<file path="src/sv/sb64_pkg.sv">
// Package for the strict base64 decoder.
// Holds the character classes, the result group type and the alphabet decode function.
// No dependencies.
package sb64_pkg;

    // Character codes and sextet offsets of the base64 alphabet.
    localparam logic [7:0] CH_UPPER_A = 8'h41;
    localparam logic [7:0] CH_UPPER_Z = 8'h5A;
    localparam logic [7:0] CH_LOWER_A = 8'h61;
    localparam logic [7:0] CH_LOWER_Z = 8'h7A;
    localparam logic [7:0] CH_DIGIT_0 = 8'h30;
    localparam logic [7:0] CH_DIGIT_9 = 8'h39;
    localparam logic [7:0] CH_PLUS    = 8'h2B;
    localparam logic [7:0] CH_SLASH   = 8'h2F;
    localparam logic [7:0] CH_PAD     = 8'h3D;
    localparam logic [7:0] CH_SPACE   = 8'h20;
    localparam logic [7:0] CH_TAB     = 8'h09;
    localparam logic [7:0] CH_CR      = 8'h0D;

    localparam logic [5:0] OFS_LOWER = 6'd26;
    localparam logic [5:0] OFS_DIGIT = 6'd52;
    localparam logic [5:0] VAL_PLUS  = 6'd62;
    localparam logic [5:0] VAL_SLASH = 6'd63;

    // Input item kinds.
    localparam logic KIND_CHAR = 1'b0;
    localparam logic KIND_END  = 1'b1;

    typedef enum logic [1:0] {
        CLS_DATA,
        CLS_PAD,
        CLS_SKIP,
        CLS_BAD
    } sym_class_t;

    typedef struct packed {
        sym_class_t kind;
        logic [5:0] value;
    } cls_t;

    // All results caused by one input transaction: up to three bytes and an
    // optional done result, which always comes last.
    typedef struct packed {
        logic [2:0][7:0] bytes;
        logic [1:0]      nbytes;
        logic            has_done;
        logic            fail;
    } group_t;

    // Map one character to its sextet value or to its class.
    function automatic cls_t classify(logic [7:0] ch);
        cls_t r;
        r.kind  = CLS_BAD;
        r.value = '0;
        if (ch >= CH_UPPER_A && ch <= CH_UPPER_Z)
        begin
            r.kind  = CLS_DATA;
            r.value = 6'(ch - CH_UPPER_A);
        end
        else if (ch >= CH_LOWER_A && ch <= CH_LOWER_Z)
        begin
            r.kind  = CLS_DATA;
            r.value = 6'(ch - CH_LOWER_A) + OFS_LOWER;
        end
        else if (ch >= CH_DIGIT_0 && ch <= CH_DIGIT_9)
        begin
            r.kind  = CLS_DATA;
            r.value = 6'(ch - CH_DIGIT_0) + OFS_DIGIT;
        end
        else if (ch == CH_PLUS)
        begin
            r.kind  = CLS_DATA;
            r.value = VAL_PLUS;
        end
        else if (ch == CH_SLASH)
        begin
            r.kind  = CLS_DATA;
            r.value = VAL_SLASH;
        end
        else if (ch == CH_PAD)
        begin
            r.kind = CLS_PAD;
        end
        else if (ch == CH_SPACE || (ch >= CH_TAB && ch <= CH_CR))
        begin
            r.kind = CLS_SKIP;
        end
        return r;
    endfunction

endpackage

</file>
<file path="src/sv/sb64_char_if.sv">
// Character input channel of the strict base64 decoder.
// Carries valid, ready and the kind and symbol fields. No dependencies.
interface sb64_char_if;
    logic       valid;
    logic       ready;
    logic       kind;
    logic [7:0] symbol;

    modport source (output valid, output kind, output symbol, input ready);
    modport sink   (input valid, input kind, input symbol, output ready);
endinterface

</file>
<file path="src/sv/sb64_res_if.sv">
// Result output channel of the strict base64 decoder.
// Carries valid, ready and the decoded byte and status fields. No dependencies.
interface sb64_res_if;
    logic       valid;
    logic       ready;
    logic       has_byte;
    logic [7:0] decoded_byte;
    logic       done_res;
    logic       failed;

    modport source (output valid, output has_byte, output decoded_byte,
                    output done_res, output failed, input ready);
    modport sink   (input valid, input has_byte, input decoded_byte,
                    input done_res, input failed, output ready);
endinterface

</file>
<file path="src/sv/strict_base64_decoder_top.sv">
// Top level of the strict streaming base64 decoder.
// Depends on sb64_pkg, sb64_char_if and sb64_res_if.
//
//  Channel   Dir  Payload                                    Per transaction
//  chars     in   kind, symbol                               one character or end
//  results   out  has_byte, decoded_byte, done_res, failed   one byte or done result
//
// A character transaction is decoded in the cycle it is accepted; its results
// (up to three) are written as one group into a two-slot group queue.
// The results port drains one result per cycle from the head group while
// results.ready is high, and chars can keep accepting meanwhile.
// chars.ready is low only while the second queue slot is occupied.
// Reset clears the decoder state and empties the queue; no clearing pass.
module strict_base64_decoder_top (
    input logic        clk,
    input logic        rst_n,
    sb64_char_if.sink  chars,
    sb64_res_if.source results
);
    import sb64_pkg::*;

    // Decoder state.
    logic [17:0] sextet_reg, sextet_next;
    logic [1:0]  pos_reg, pos_next;
    logic        twp_reg, twp_next;
    logic        pqs_reg, pqs_next;
    logic        err_reg, err_next;
    logic        anyb_reg, anyb_next;

    // Group queue: head slot being drained and one waiting slot.
    group_t      act_reg, act_next;
    logic        act_valid_reg, act_valid_next;
    group_t      pend_reg, pend_next;
    logic        pend_valid_reg, pend_valid_next;
    logic [1:0]  idx_reg, idx_next;

    cls_t        cls;
    group_t      grp;
    logic        accept;
    logic        grp_nonempty;
    logic        out_fire;
    logic        out_last;
    logic [1:0]  last_idx;

    assign accept      = chars.valid && chars.ready;
    assign chars.ready = !pend_valid_reg;
    assign cls         = classify(chars.symbol);

    // Decode one transaction: next state and the group of results it causes.
    always_comb
    begin
        sextet_next = sextet_reg;
        pos_next    = pos_reg;
        twp_next    = twp_reg;
        pqs_next    = pqs_reg;
        err_next    = err_reg;
        anyb_next   = anyb_reg;
        grp.bytes   = '0;
        grp.nbytes  = 2'd0;
        grp.has_done = 1'b0;
        grp.fail    = 1'b0;

        if (chars.kind == KIND_END)
        begin
            // Flush a partial quad with implicit padding, then report.
            if (!err_reg)
            begin
                unique case (pos_reg)
                    2'd2:
                    begin
                        grp.bytes[0] = sextet_reg[11:4];
                        grp.nbytes   = 2'd1;
                    end
                    2'd3:
                    begin
                        grp.bytes[0] = sextet_reg[17:10];
                        grp.bytes[1] = sextet_reg[9:2];
                        grp.nbytes   = twp_reg ? 2'd1 : 2'd2;
                    end
                    default:
                    begin
                        grp.nbytes = 2'd0;
                    end
                endcase
            end
            grp.has_done = 1'b1;
            grp.fail     = err_reg || (pos_reg == 2'd1)
                         || !(anyb_reg || (grp.nbytes != 2'd0));
            // Back to the reset state for the next string.
            sextet_next = '0;
            pos_next    = 2'd0;
            twp_next    = 1'b0;
            pqs_next    = 1'b0;
            err_next    = 1'b0;
            anyb_next   = 1'b0;
        end
        else if (!err_reg && cls.kind != CLS_SKIP)
        begin
            if (cls.kind == CLS_BAD || pqs_reg)
            begin
                err_next = 1'b1;
            end
            else if (cls.kind == CLS_PAD)
            begin
                // Padding is legal only in the third and fourth places.
                priority if (pos_reg < 2'd2)
                begin
                    err_next = 1'b1;
                end
                else if (pos_reg == 2'd2)
                begin
                    sextet_next = {sextet_reg[11:0], 6'd0};
                    twp_next    = 1'b1;
                    pos_next    = 2'd3;
                end
                else
                begin
                    grp.bytes[0] = sextet_reg[17:10];
                    grp.bytes[1] = sextet_reg[9:2];
                    grp.nbytes   = twp_reg ? 2'd1 : 2'd2;
                    anyb_next    = 1'b1;
                    pqs_next     = 1'b1;
                    sextet_next  = '0;
                    pos_next     = 2'd0;
                    twp_next     = 1'b0;
                end
            end
            else if (pos_reg != 2'd3)
            begin
                sextet_next = {sextet_reg[11:0], cls.value};
                pos_next    = pos_reg + 2'd1;
            end
            else if (twp_reg)
            begin
                err_next = 1'b1;
            end
            else
            begin
                // Fourth sextet completes a full quad of three bytes.
                grp.bytes[0] = sextet_reg[17:10];
                grp.bytes[1] = sextet_reg[9:2];
                grp.bytes[2] = {sextet_reg[1:0], cls.value};
                grp.nbytes   = 2'd3;
                anyb_next    = 1'b1;
                sextet_next  = '0;
                pos_next     = 2'd0;
            end
        end
    end

    assign grp_nonempty = (grp.nbytes != 2'd0) || grp.has_done;

    // Output selection from the head group.
    assign last_idx = act_reg.has_done ? act_reg.nbytes : act_reg.nbytes - 2'd1;
    assign out_last = (idx_reg == last_idx);
    assign out_fire = results.valid && results.ready;

    assign results.valid        = act_valid_reg;
    assign results.has_byte     = (idx_reg < act_reg.nbytes);
    assign results.decoded_byte = (idx_reg < act_reg.nbytes) ? act_reg.bytes[idx_reg] : 8'd0;
    assign results.done_res     = (idx_reg >= act_reg.nbytes);
    assign results.failed       = (idx_reg >= act_reg.nbytes) && act_reg.fail;

    // Group queue control.
    always_comb
    begin
        act_next        = act_reg;
        act_valid_next  = act_valid_reg;
        pend_next       = pend_reg;
        pend_valid_next = pend_valid_reg;
        idx_next        = idx_reg;

        if (out_fire)
        begin
            if (out_last)
            begin
                idx_next       = 2'd0;
                act_valid_next = pend_valid_reg;
                act_next       = pend_reg;
                pend_valid_next = 1'b0;
            end
            else
            begin
                idx_next = idx_reg + 2'd1;
            end
        end

        if (accept && grp_nonempty)
        begin
            if (!act_valid_next)
            begin
                act_next       = grp;
                act_valid_next = 1'b1;
            end
            else
            begin
                pend_next       = grp;
                pend_valid_next = 1'b1;
            end
        end
    end

    // Control and state registers.
    always_ff @(posedge clk or negedge rst_n)
    begin
        if (!rst_n)
        begin
            sextet_reg     <= '0;
            pos_reg        <= 2'd0;
            twp_reg        <= 1'b0;
            pqs_reg        <= 1'b0;
            err_reg        <= 1'b0;
            anyb_reg       <= 1'b0;
            act_valid_reg  <= 1'b0;
            pend_valid_reg <= 1'b0;
            idx_reg        <= 2'd0;
        end
        else
        begin
            if (accept)
            begin
                sextet_reg <= sextet_next;
                pos_reg    <= pos_next;
                twp_reg    <= twp_next;
                pqs_reg    <= pqs_next;
                err_reg    <= err_next;
                anyb_reg   <= anyb_next;
            end
            act_valid_reg  <= act_valid_next;
            pend_valid_reg <= pend_valid_next;
            idx_reg        <= idx_next;
        end
    end

    // Result group payload.
    always_ff @(posedge clk)
    begin
        act_reg  <= act_next;
        pend_reg <= pend_next;
    end

    // A group in the head slot always holds at least one result.
    assert property (@(posedge clk) disable iff (!rst_n)
        act_valid_reg |-> (act_reg.nbytes != 2'd0 || act_reg.has_done))
        else $error("empty result group in head slot");

    // The waiting slot is only used behind an occupied head slot.
    assert property (@(posedge clk) disable iff (!rst_n)
        pend_valid_reg |-> act_valid_reg)
        else $error("waiting group without head group");

    // A done result is the last result of its group.
    assert property (@(posedge clk) disable iff (!rst_n)
        (results.valid && results.done_res) |-> out_last)
        else $error("done result is not last in its group");

    // The decoder state is back at reset after an end transaction.
    assert property (@(posedge clk) disable iff (!rst_n)
        (accept && chars.kind == KIND_END) |=>
            (pos_reg == 2'd0 && !err_reg && !anyb_reg && !pqs_reg))
        else $error("state not cleared after end of string");

endmodule
</file>
<file path="src/flat_wrapper.sv">
// flat-port wrapper written by rule: the top's interface ports become plain ports
module strict_base64_decoder_top_flat import sb64_pkg::*;
  (clk, rst_n, chars_valid, chars_kind, chars_symbol, chars_ready, results_valid, results_has_byte, results_decoded_byte, results_done_res, results_failed, results_ready);
  sb64_char_if chars_i ();
  sb64_res_if results_i ();
  input logic clk;
  input logic rst_n;
  input wire logic [$bits(chars_i.valid)-1:0] chars_valid;
  input wire logic [$bits(chars_i.kind)-1:0] chars_kind;
  input wire logic [$bits(chars_i.symbol)-1:0] chars_symbol;
  output wire logic [$bits(chars_i.ready)-1:0] chars_ready;
  output wire logic [$bits(results_i.valid)-1:0] results_valid;
  output wire logic [$bits(results_i.has_byte)-1:0] results_has_byte;
  output wire logic [$bits(results_i.decoded_byte)-1:0] results_decoded_byte;
  output wire logic [$bits(results_i.done_res)-1:0] results_done_res;
  output wire logic [$bits(results_i.failed)-1:0] results_failed;
  input wire logic [$bits(results_i.ready)-1:0] results_ready;
  assign chars_i.valid = chars_valid;
  assign chars_i.kind = chars_kind;
  assign chars_i.symbol = chars_symbol;
  assign chars_ready = chars_i.ready;
  assign results_valid = results_i.valid;
  assign results_has_byte = results_i.has_byte;
  assign results_decoded_byte = results_i.decoded_byte;
  assign results_done_res = results_i.done_res;
  assign results_failed = results_i.failed;
  assign results_i.ready = results_ready;
  strict_base64_decoder_top u_core (.clk(clk), .rst_n(rst_n), .chars(chars_i), .results(results_i));
endmodule
</file>
<file path="config.mk">
export PLATFORM = sky130hd
export DESIGN_NAME = strict_base64_decoder_top_flat
export DESIGN_NICKNAME = d
export VERILOG_FILES = /design/src/sv/sb64_pkg.sv /design/src/sv/sb64_char_if.sv /design/src/sv/sb64_res_if.sv /design/src/sv/strict_base64_decoder_top.sv /design/src/flat_wrapper.sv
export SDC_FILE = /design/constraint.sdc
export NUM_CORES = 1
export LEC_CHECK = 0
export BUFFER_PORTS_ARGS = -buffer_cell sky130_fd_sc_hd__buf_2
export CAP_MARGIN = 0
export CORE_ASPECT_RATIO = 1.75
export CORE_MARGIN = 5
export CORE_UTILIZATION = 35
export CTS_CLUSTER_SIZE = 10
export DETAILED_ROUTE_END_ITERATION = 10
export REMOVE_ABC_BUFFERS = 1
export SLEW_MARGIN = 0
export SYNTH_ARGS = -nofsm -noshare
export SYNTH_HDL_FRONTEND = slang
export SYNTH_SLANG_ARGS = --single-unit
</file>
<file path="constraint.sdc">
create_clock -name clk -period 4.5 [get_ports clk]
set_input_delay 0.9 -clock clk [delete_from_list [all_inputs] [get_ports clk]]
set_output_delay 0.9 -clock clk [all_outputs]
set_load 0.02 [all_outputs]
</file>
Word-level counts from Yosys, hierarchy flattened
Cells that the tools add are included.
{"block": "totals", "ff_bits": 84, "out_inout_bits": 13, "word_cells": 174}
{"block": "op_classes", "addsub": 8, "n_lt_le_gt_ge": 12, "n_eq_ne": 22, "n_mux": 82, "reduce_logical": 29}
{"cell": "$mux W18", "n": 14}
{"cell": "$mux W28", "n": 4}
{"cell": "$mux W26", "n": 4}
{"cell": "$mux W8", "n": 9}
{"cell": "$mux W1", "n": 33}
{"cell": "$eq A8 B6 Y1 const B", "n": 4}
{"cell": "$mux W2", "n": 14}
{"cell": "$bmux W8 S2", "n": 1}
{"cell": "$ge A8 B7 Y1 const B", "n": 2}
{"cell": "$le A8 B7 Y1 const B", "n": 2}
{"cell": "$pmux W8 S2", "n": 1}
{"cell": "$reduce_and A5 Y1", "n": 3}
{"cell": "$sub A6 B6 Y6 const B", "n": 2}
{"cell": "$ne A2 B2 Y1 const B", "n": 5}
{"cell": "$logic_and A1 B1 Y1", "n": 9}
{"cell": "$ne A3 B3 Y1 const B", "n": 3}
{"cell": "$ge A8 B4 Y1 const B", "n": 1}
{"cell": "$ge A8 B6 Y1 const B", "n": 1}
{"cell": "$le A8 B4 Y1 const B", "n": 1}
{"cell": "$le A8 B6 Y1 const B", "n": 1}
{"cell": "$reduce_bool A2 Y1", "n": 4}
{"cell": "$reduce_and A7 Y1", "n": 1}
{"cell": "$add A6 B5 Y6 const B", "n": 1}
{"cell": "$add A6 B6 Y6 const B", "n": 1}
{"cell": "other kinds (21)", "n": 32}

Depth between registers and ports, before layout
Gate-level depths: netlist of the first run.
{"block": "depth", "depth_word": 20, "ltp_mapped": 11}

Worst setup path before layout of the first run
Ideal clock, no wire load.
{"block": "synth_path", "path_type": "input port to flip-flop", "start": "input port chars_symbol[2]", "end": "register u_core.pend_reg[0] (netlist name), enable pin", "t_arrival_ps": 3696, "t_required_ps": 4087, "slack_ps": 391, "stages": 8, "n_path_buf": 0, "path_cell_list": "inv_1 -> ha_1 -> nor2b_1 -> nand4_4 -> or3_4 -> a31oi_4 -> o21ai_0 -> nor2_1"}
{"block": "synth_between", "elab_chain_cells": 19}
{"item": "from (decl)", "line_no": "flat_wrapper.sv:10", "text": "input wire logic [$bits(chars_i.symbol)-1:0] chars_symbol;"}
{"item": "$ge A8 B4 Y1 or $le A8 B4 Y1 (tied branches)", "line_no": "sb64_pkg.sv:84", "text": "else if (ch == CH_SPACE || (ch >= CH_TAB && ch <= CH_CR))"}
{"item": "$logic_and A1 B1 Y1", "line_no": "sb64_pkg.sv:84"}
{"item": "$logic_or A1 B1 Y1", "line_no": "sb64_pkg.sv:84"}
{"item": "$mux W1", "line_no": "sb64_pkg.sv:84"}
{"item": "$mux W2", "line_no": "sb64_pkg.sv:80", "text": "else if (ch == CH_PAD)"}
{"item": "$mux W2", "line_no": "sb64_pkg.sv:75", "text": "else if (ch == CH_SLASH)"}
{"item": "$mux W8", "line_no": "sb64_pkg.sv:70", "text": "else if (ch == CH_PLUS)"}
{"item": "$mux W8", "line_no": "sb64_pkg.sv:65", "text": "else if (ch >= CH_DIGIT_0 && ch <= CH_DIGIT_9)"}
{"item": "[... 3 more ...]"}
{"item": "$mux W18 or $logic_or A1 B1 Y1 (tied branches)", "line_no": "strict_base64_decoder_top.sv:103, strict_base64_decoder_top.sv:99"}
{"item": "$mux W26", "line_no": "strict_base64_decoder_top.sv:99", "text": "if (cls.kind == CLS_BAD || pqs_reg)"}
{"item": "$mux W26 *", "line_no": "strict_base64_decoder_top.sv:97", "text": "else if (!err_reg && cls.kind != CLS_SKIP)"}
{"item": "$mux W18 *", "line_no": "strict_base64_decoder_top.sv:63", "text": "if (chars.kind == KIND_END)"}
{"item": "$reduce_bool A2 Y1 *", "line_no": "strict_base64_decoder_top.sv:151", "text": "assign grp_nonempty = (grp.nbytes != 2'd0) || grp.has_done;"}
{"item": "$logic_or A1 B1 Y1 *", "line_no": "strict_base64_decoder_top.sv:151"}
{"item": "$logic_and A1 B1 Y1 *", "line_no": "strict_base64_decoder_top.sv:188", "text": "if (accept && grp_nonempty)"}
{"item": "$reduce_and A2 Y1 (no line) *"}
{"item": "to (signal assigned)", "line_no": "strict_base64_decoder_top.sv:239", "text": "pend_reg <= pend_next;"}
{"item": "to (decl)", "line_no": "strict_base64_decoder_top.sv:33", "text": "group_t pend_reg, pend_next;"}
Mark *: on every way between the ends. The rest lies on a longest branch, timed or not.
A chain may end at the register's enable or synchronous reset.

Final worst setup path of the first run
{"block": "layout_path", "start": "input port chars_symbol[2]", "end": "register u_core.pend_reg[24] (netlist name), enable pin"}
Same word-level chain as after synthesis.

==> results of run 1 <==
## cell usage after synthesis, types with 4 or more instances
master	count
a21o_1	4
a21oi_1	44
a21oi_2	5
a22o_1	19
and2_1	13
and3_1	5
buf_2	11
clkbuf_1	7
dfrtp_1	28
dfxtp_1	28
edfxtp_1	28
ha_1	15
inv_1	19
mux2_2	4
mux2i_1	24
nand2_1	26
nand3_1	17
nor2_1	40
nor2b_1	7
nor3_1	8
nor4_1	5
o21a_1	10
o21ai_0	16
o2bb2ai_1	6
## cell type report
cell class | instances | area (um^2)
Sequential cell | 84 | 2100
Clock buffer | 12 | 256
Inverter | 19 | 71.3
Multi-Input combinational cell | 333 | 2310
Timing Repair Buffer | 31 | 183
Tap cell | 171 | 214
Fill cell | 1350 | 7730
Clock inverter | 4 | 72.6
## kinds of logic after synthesis
| kind of cell | share of synthesized area [%] |
|---|---|
| AOI/OAI and AO/OA | 23.6 |
| xor gates and xnor gates | 0.381 |
| adders and majority gates | 4.08 |
| buffers and inverters | 4.14 |
| DFF | 45.8 |
| muxes | 6.21 |
| and+or+nand+nor | 15.8 |
## worst max-delay path, cell delays in order
cell	delay, ns
buf_2	0.16
inv_1	0.14
ha_1	0.33
nor2b_1	0.35
nand4_4	0.17
or3_4	0.38
a31oi_4	0.28
o21ai_0	0.20
nor2_2	0.14
buf_4	0.36
## routing by layer
metal / vias to the layer above / share of wire (%)
li1: 1751 / -
met1: 1695 / 40
met2: 57 / 55
met3: 22 / 1.9
met4: 0 / 2.9
met5: - / 0
## metrics by stage
step                      instances  power [mW]
after detailed placement        638        2.35
final                           654        3.11
after CTS                       654        3.16
after floorplan                 436        1.99
after global placement          638        2.32
after global routing            654        3.32
## power by group through the flow
stage	clock network [mW]	registers, mW	logic [mW]
4_1_cts	0.816	1.18	1.16
5_1_grt	0.845	1.20	1.27
3_5_place_dp	0	1.19	1.16
6_report	0.796	1.18	1.14
3_3_place_gp	0	1.18	1.13
2_1_floorplan	0	1.13	0.854
## path summary, 6_finish.rpt
check	from	to	slack, ns
max in group asynchronous	rst_n	u_core.idx_reg[1]	3.48
max reg2reg	u_core.idx_reg[1]	u_core.pend_reg[24]	1.36
min	u_core.sextet_reg[16]	u_core.sextet_reg[16]	0.51
min in group asynchronous	rst_n	u_core.sextet_reg[10]	0.59
max	chars_symbol[2]	u_core.pend_reg[24]	1.06
min reg2reg	u_core.sextet_reg[16]	u_core.sextet_reg[16]	0.51
==> impl_metrics.toml, run 1 <==
[status]
status = "finished clean"

[yosys]
netlist_instances = 458
yosys.area.top_type_share_pct = 18.3
synth_area_um2 = 4590
synth_edf_count = 28
yosysUniqueCellTypes = 70
async_reset_ff_share_pct = 33.3
ys_ff_latch = 84
synth_top_area_cell = "edfxtp_1"
syn_avg_cell_area_um2 = 10.0
synth-main-ff-cell = "edfxtp_1"
synthTopCellsByArea = "edfxtp_1, dfrtp_1, dfxtp_1, mux2i_1, a21oi_1"
ys_seq_area_share_pct = 45.8
yosys_warnings = 0

[detailed_routing]
vias = 3525
drt.antenna.violating_nets = 0
wl_per_cell_um = 16.8
avgViaCountPerCell = 5.39
route.detailed.drc = 0
drt_pass1_iterations = 4
drtIter0Drc = 145
drt-total-wl_um = 11000

[clock_tree]
clkLatencyLatePin_ns = 0.33
ctsResizeCount = 0
cts_root_buf = "clkbuf_16"
clockBufferDepth = 2
path_clk_slew_ns = 0.06
cts_max_level = 3
cts_tree = "yes"
holdBufCountCts = 0
clkSinkCount = 84
cts_made_buffers = 9
post_cts_buffers = 0

[cells_and_area]
final_cell_mix = "a21oi_1, nor2_1, dfxtp_1, dfrtp_1, edfxtp_1"
layout-drive-gt1-share_pct = 15.9
post-route-util_pct = 40.2
diodes = 0
fin_nets = 506
design_area_um2 = 5210
area_delta_synth_final_pct = 13.3
layout_commonest_cell = "a21oi_1"

[run]
maxCapViolCount = 0

[pwr]
internal_power_mw = 1.99
power.share.switching_pct = 36.2
switchingPower_mw = 1.13
p_leak_nw = 2.10
sequentialPowerShare_pct = 37.8
power_frac_comb_pct = 36.6
power.ir.vdd_worst_mv = 0.154
pwr-share-clk_pct = 25.6
power.density_nw_per_um2 = 598

[setup_path]
crit_type = "in2reg"
ff2ff_path_depth = 6
required_ns = 4.49
cp_data_arrival_time_ns = 3.42
crit_path_end_kind = "flop"
crit_fanout = 28
critPathLaunchType = "input port"

[global_route]
antenna_found_initial = 0
grt-busiest-layer = "met2"
grt_util_met3_pct = 2.20
grtUsageTotal_pct = 14.1
grt_first_pass_wirelength_um = 17800
grt_max_degree = 55
grt.met1_usage_pct = 15.4
grt_pass1_vias = 3506
grt-ovfl-total = 0
gr-usage-met2_pct = 26.2

[worst_hold_path]
min_path_cells = 1
hold_class = "reg2reg"

[sta]
setup_slack_ns = 1.06
hold_ws_ns = 0.506
maxSlewViolCount = 0
tightest_slew_ns = 0.766
max_freq_mhz = 291
rsz0062_at_grt = "no"
finalCritPeriodShare_pct = 76.4
fin_setup_tns_ns = 0
finalSetupViolCount = 0
hold_viol = 0
period_needed_ns = 3.44
skew_ns = 0.00568
maxSlewHeadroom_pct = 48.7

[floorplan]
die_h_um = 162
initial_utilization_pct = 35.5
fp.dieW_um = 96.6
rows = 55
fp.dieArea_um2 = 15600
pin_count = 26
coreArea_um2 = 12900

[placement]
gp_congestion = 0.938
portBuffers = 25
placed_area_um2 = 4880
place_hpwl_um = 8110
pre_cts_ws_ns = 0.733
(Power assumes the default switching activity.)
==> run 2, diff against run 1 <==
clock period = 3.5 ns   (was 4.5 ns; I/O delays follow)
==> impl_metrics.toml, run 2 (synthesized netlist as in run 1, its figures left out) <==
[status]
status = "finished clean"

[floorplan]
rows = 55
die_h_um = 162
fp.dieArea_um2 = 15600
pin_count = 26
initial_utilization_pct = 35.5
coreArea_um2 = 12900
fp.dieW_um = 96.6

[clock_tree]
cts_max_level = 3
cts_made_buffers = 9
holdBufCountCts = 0
clkSinkCount = 84
post_cts_buffers = 0
cts_tree = "yes"
ctsResizeCount = 0
cts_root_buf = "clkbuf_16"
clockBufferDepth = 2
clkLatencyLatePin_ns = 0.33
path_clk_slew_ns = 0.06

[sta]
tightest_slew_ns = 0.888
hold_viol = 0
fin_setup_tns_ns = 0
maxSlewViolCount = 0
hold_ws_ns = 0.388
skew_ns = 0.00493
finalCritPeriodShare_pct = 88.9
period_needed_ns = 3.11
rsz0062_at_grt = "no"
finalSetupViolCount = 0
max_freq_mhz = 321
maxSlewHeadroom_pct = 40.7

[global_route]
grt-ovfl-total = 0
antenna_found_initial = 0
grt_max_degree = 54
grtUsageTotal_pct = 14.6
grt_first_pass_wirelength_um = 18500
grt_pass1_vias = 3571

[placement]
gp_congestion = 0.934
place_hpwl_um = 8480
portBuffers = 25
placed_area_um2 = 5030
dpl.cell_count = 653

[detailed_routing]
wl_per_cell_um = 16.8
drt_pass1_iterations = 6
route.detailed.drc = 0
drt.antenna.violating_nets = 0
vias = 3571
avgViaCountPerCell = 5.34
drt-total-wl_um = 11200
drtIter0Drc = 123

[cells_and_area]
area_delta_synth_final_pct = 15.7
final_cell_mix = "a21oi_1, nor2_1, dfxtp_1, dfrtp_1, edfxtp_1"
fillCellCount = 1307
layout_commonest_cell = "a21oi_1"
layout-drive-gt1-share_pct = 18.1
diodes = 0
fin_nets = 521
stdcell_count = 669
design_area_um2 = 5310

[setup_path]
crit_path_end_kind = "flop"
cp_data_arrival_time_ns = 3.36
critPathLaunchType = "input port"
crit_fanout = 8
cp_slowest_stage_delay_ns = 0.54
crit_path_top_delay_cell = "nor3_1"
crit_type = "in2reg"
required_ns = 3.75
crit_chain = "buf_2, inv_1, ha_1, buf_4, a21o_1, and3_1, nor3_1, nand2_1, a311o_1, a32o_1, o31ai_2"

[pwr]
power.ir.vdd_worst_mv = 0.262
p_leak_nw = 2.16
power_mw = 3.97
power.density_nw_per_um2 = 748

[run]
maxCapViolCount = 0

[worst_hold_path]
hold_class = "in2async"
==> run 2: power by group <==
part	internal [mW]	switching [mW]	total (mW)	leakage [nW]
logic	0.675	0.902	1.58	1.16
registers	1.28	0.203	1.48	0.872
clock network	0.552	0.361	0.913	0.133
total	2.51	1.47	3.97	2.16
==> run 2: worst paths after layout <==
path	slack [ns]	end	from	cells after the start
hold reg to reg	0.51	u_core.sextet_reg[15]	u_core.sextet_reg[15]	1
max in group asynchronous	2.68	u_core.pos_reg[1]	rst_n	1
setup reg to reg	0.93	u_core.pend_reg[16]	u_core.pos_reg[0]	8
hold / removal	0.39	u_core.sextet_reg[12]	rst_n	1
setup / recovery	0.39	u_core.act_reg[24]	chars_symbol[2]	11
min in group clk	0.51	u_core.sextet_reg[15]	u_core.sextet_reg[15]	1
==> run 2: area by class of cell <==
cell class / instances / area [um^2] / area share, %
multi-input combinational: 333 / 2310 / 43.4
inverter: 19 / 71.3 / 1.34
tap: 171 / 214 / 4.03
sequential: 84 / 2100 / 39.6
timing repair buffer: 46 / 333 / 6.26
clock buffer: 12 / 236 / 4.45
clock inverter: 4 / 50.0 / 0.942
==> run 2: stage by stage <==
step	setup WS [ns]	utilization (%)
floorplan	-0.422	-
global placement	0.141	38.9
detailed placement	0.0737	38.9
CTS	0.415	41.1
global route	0.229	41.1
finish	0.387	41.1
==> run 2: worst max-delay path, delay by kind of cell <==
kind | cells | cell delay (ns)
AO/OA/AOI/OAI | 4 | 1.03
buffers and inverters | 3 | 0.46
AND/OR/NAND/NOR | 3 | 0.87
adder cells (fa/ha/maj) | 1 | 0.30
==> run 2: metal layers <==
metal  global-route usage, %  vias up  part of all wire [%]
met5                       0        -                     0
met1                    15.9     1714                    40
li1                        -     1774                     -
met3                    1.99       19                   2.3
met2                    27.6       64                    55
met4                    6.84        0                   2.9
==> run 3, diff against run 2 <==
==> constraint.sdc (replaced) <==
create_clock -name clk -period 3.5 [get_ports clk]
set_input_delay 0.35 -clock clk [delete_from_list [all_inputs] [get_ports clk]]
set_output_delay 0.35 -clock clk [all_outputs]
set_load 0.02 [all_outputs]
==> impl_metrics.toml, run 3 (synthesized netlist as in run 1, its figures left out) <==
[worst_hold_path]
hold_class = "in2async"

[detailed_routing]
drtIter0Drc = 147
avgViaCountPerCell = 5.42
vias = 3555
drt-total-wl_um = 10800
drt.antenna.violating_nets = 0
drt_pass1_iterations = 5
wl_per_cell_um = 16.5
route.detailed.drc = 0

[floorplan]
initial_utilization_pct = 35.5
fp.dieArea_um2 = 15600
coreArea_um2 = 12900
die_h_um = 162
pin_count = 26
rows = 55
fp.dieW_um = 96.6

[run]
maxCapViolCount = 0

[sta]
finalSetupViolCount = 0
maxSlewViolCount = 0
max_freq_mhz = 370
period_needed_ns = 2.70
maxSlewHeadroom_pct = 43.0
skew_ns = 0.00529
hold_viol = 0
finalCritPeriodShare_pct = 77.2
rsz0062_at_grt = "no"
hold_ws_ns = 0.0375
tightest_slew_ns = 0.853
setup_slack_ns = 0.797

[status]
status = "finished clean"

[clock_tree]
holdBufCountCts = 0
cts_root_buf = "clkbuf_16"
cts_made_buffers = 9
clkLatencyLatePin_ns = 0.33
cts_max_level = 3
ctsResizeCount = 0
clkSinkCount = 84
path_clk_slew_ns = 0.06
cts_tree = "yes"
post_cts_buffers = 0
clockBufferDepth = 2

[pwr]
power.share.switching_pct = 37.1
internal_power_mw = 2.44
power.density_nw_per_um2 = 748
pwr-share-clk_pct = 23.1
power_frac_comb_pct = 38.8
switchingPower_mw = 1.44
power.ir.vdd_worst_mv = 0.212
p_leak_nw = 2.10
sequentialPowerShare_pct = 38.1

[setup_path]
crit_fanout = 28
rr_startpoint = "u_core.act_reg[3]"
cp_data_arrival_time_ns = 2.73
crit_path_end_kind = "flop"
critPathLaunchType = "input port"
critPathLaunch = "chars_symbol[2]"
required_ns = 3.53
crit_type = "in2reg"
r2r_setup_slack_ns = 0.82

[global_route]
grt-ovfl-total = 0
grt.met1_usage_pct = 15.3
grt_first_pass_wirelength_um = 18200
grtUsageTotal_pct = 14.2
grt-busiest-layer = "met2"
grt_pass1_vias = 3635
grt_max_degree = 55
antenna_found_initial = 0
gr-usage-met2_pct = 26.8
grt_util_met3_pct = 1.64

[cells_and_area]
fin_nets = 508
layout_commonest_cell = "a21oi_1"
area_delta_synth_final_pct = 13.1
final_cell_mix = "a21oi_1, nor2_1, dfxtp_1, dfrtp_1, edfxtp_1"
fillCellCount = 1314
layout-drive-gt1-share_pct = 16.1
diodes = 0

[placement]
gp_congestion = 0.899
pre_cts_ws_ns = 0.455
place_hpwl_um = 8070
portBuffers = 25
run 3: cell types whose count changed in the layout (fill, tap and decap cells not counted), sizes merged:
cell,delta
bufinv,-1
buf,-13
clkinvlp,-2
clkinv,+2
clkbuf,+1
run 3: cell type report:
class	instances	area [um^2]	area share, %
clock inverter	3	18.8	0.361
sequential	84	2100	40.5
tap	171	214	4.12
clock buffer	13	272	5.23
inverter	19	71.3	1.37
multi-input combinational	333	2310	44.4
timing repair buffer	33	210	4.05
run 3: stage by stage:
stage	TNS [ns]	area [um^2]	utilization, %	total power, mW	instances
after global placement	0	4900	37.9	3.00	640
after floorplan	-2.03	4480	-	2.56	436
after detailed placement	0	4900	37.9	3.03	640
after global routing	0	5190	40.2	4.17	656
after CTS	0	5190	40.2	3.94	656
final	0	5190	40.2	3.89	656
run 3: worst paths after layout:
path	endpoint	cells after the start
worst max-delay path	u_core.pend_reg[20]	10
max in group asynchronous	u_core.idx_reg[0]	1
min in group clk	u_core.pqs_reg	2
worst min register to register	u_core.sextet_reg[17]	1
worst min-delay path	u_core.sextet_reg[16]	1
worst max register to register	u_core.act_reg[3]	8
run 3: critical path: stages:
cell and delay [ns]:
buf_2 0.16, inv_1 0.13, ha_1 0.31, nor2b_1 0.32, nand4_4 0.17, or3_4 0.38, a31oi_4 0.28, o21ai_0 0.19
nor2_2 0.20, buf_12 0.22
run 3: layer usage:
| metal | vias up | share of wire [%] |
|---|---|---|
| li1 | 1752 | - |
| met1 | 1690 | 39 |
| met2 | 80 | 55 |
| met3 | 33 | 2.6 |
| met4 | 0 | 3.7 |
| met5 | - | 0 |
run 3: power by group through the flow:
| stage | Clock, mW | Sequential [mW] | Combinational [mW] |
|---|---|---|---|
| finish | 0.899 | 1.48 | 1.51 |
| global route | 0.956 | 1.52 | 1.69 |
| global placement | 0 | 1.49 | 1.51 |
| CTS | 0.919 | 1.48 | 1.54 |
| detailed placement | 0 | 1.50 | 1.53 |
| floorplan | 0 | 1.46 | 1.10 |
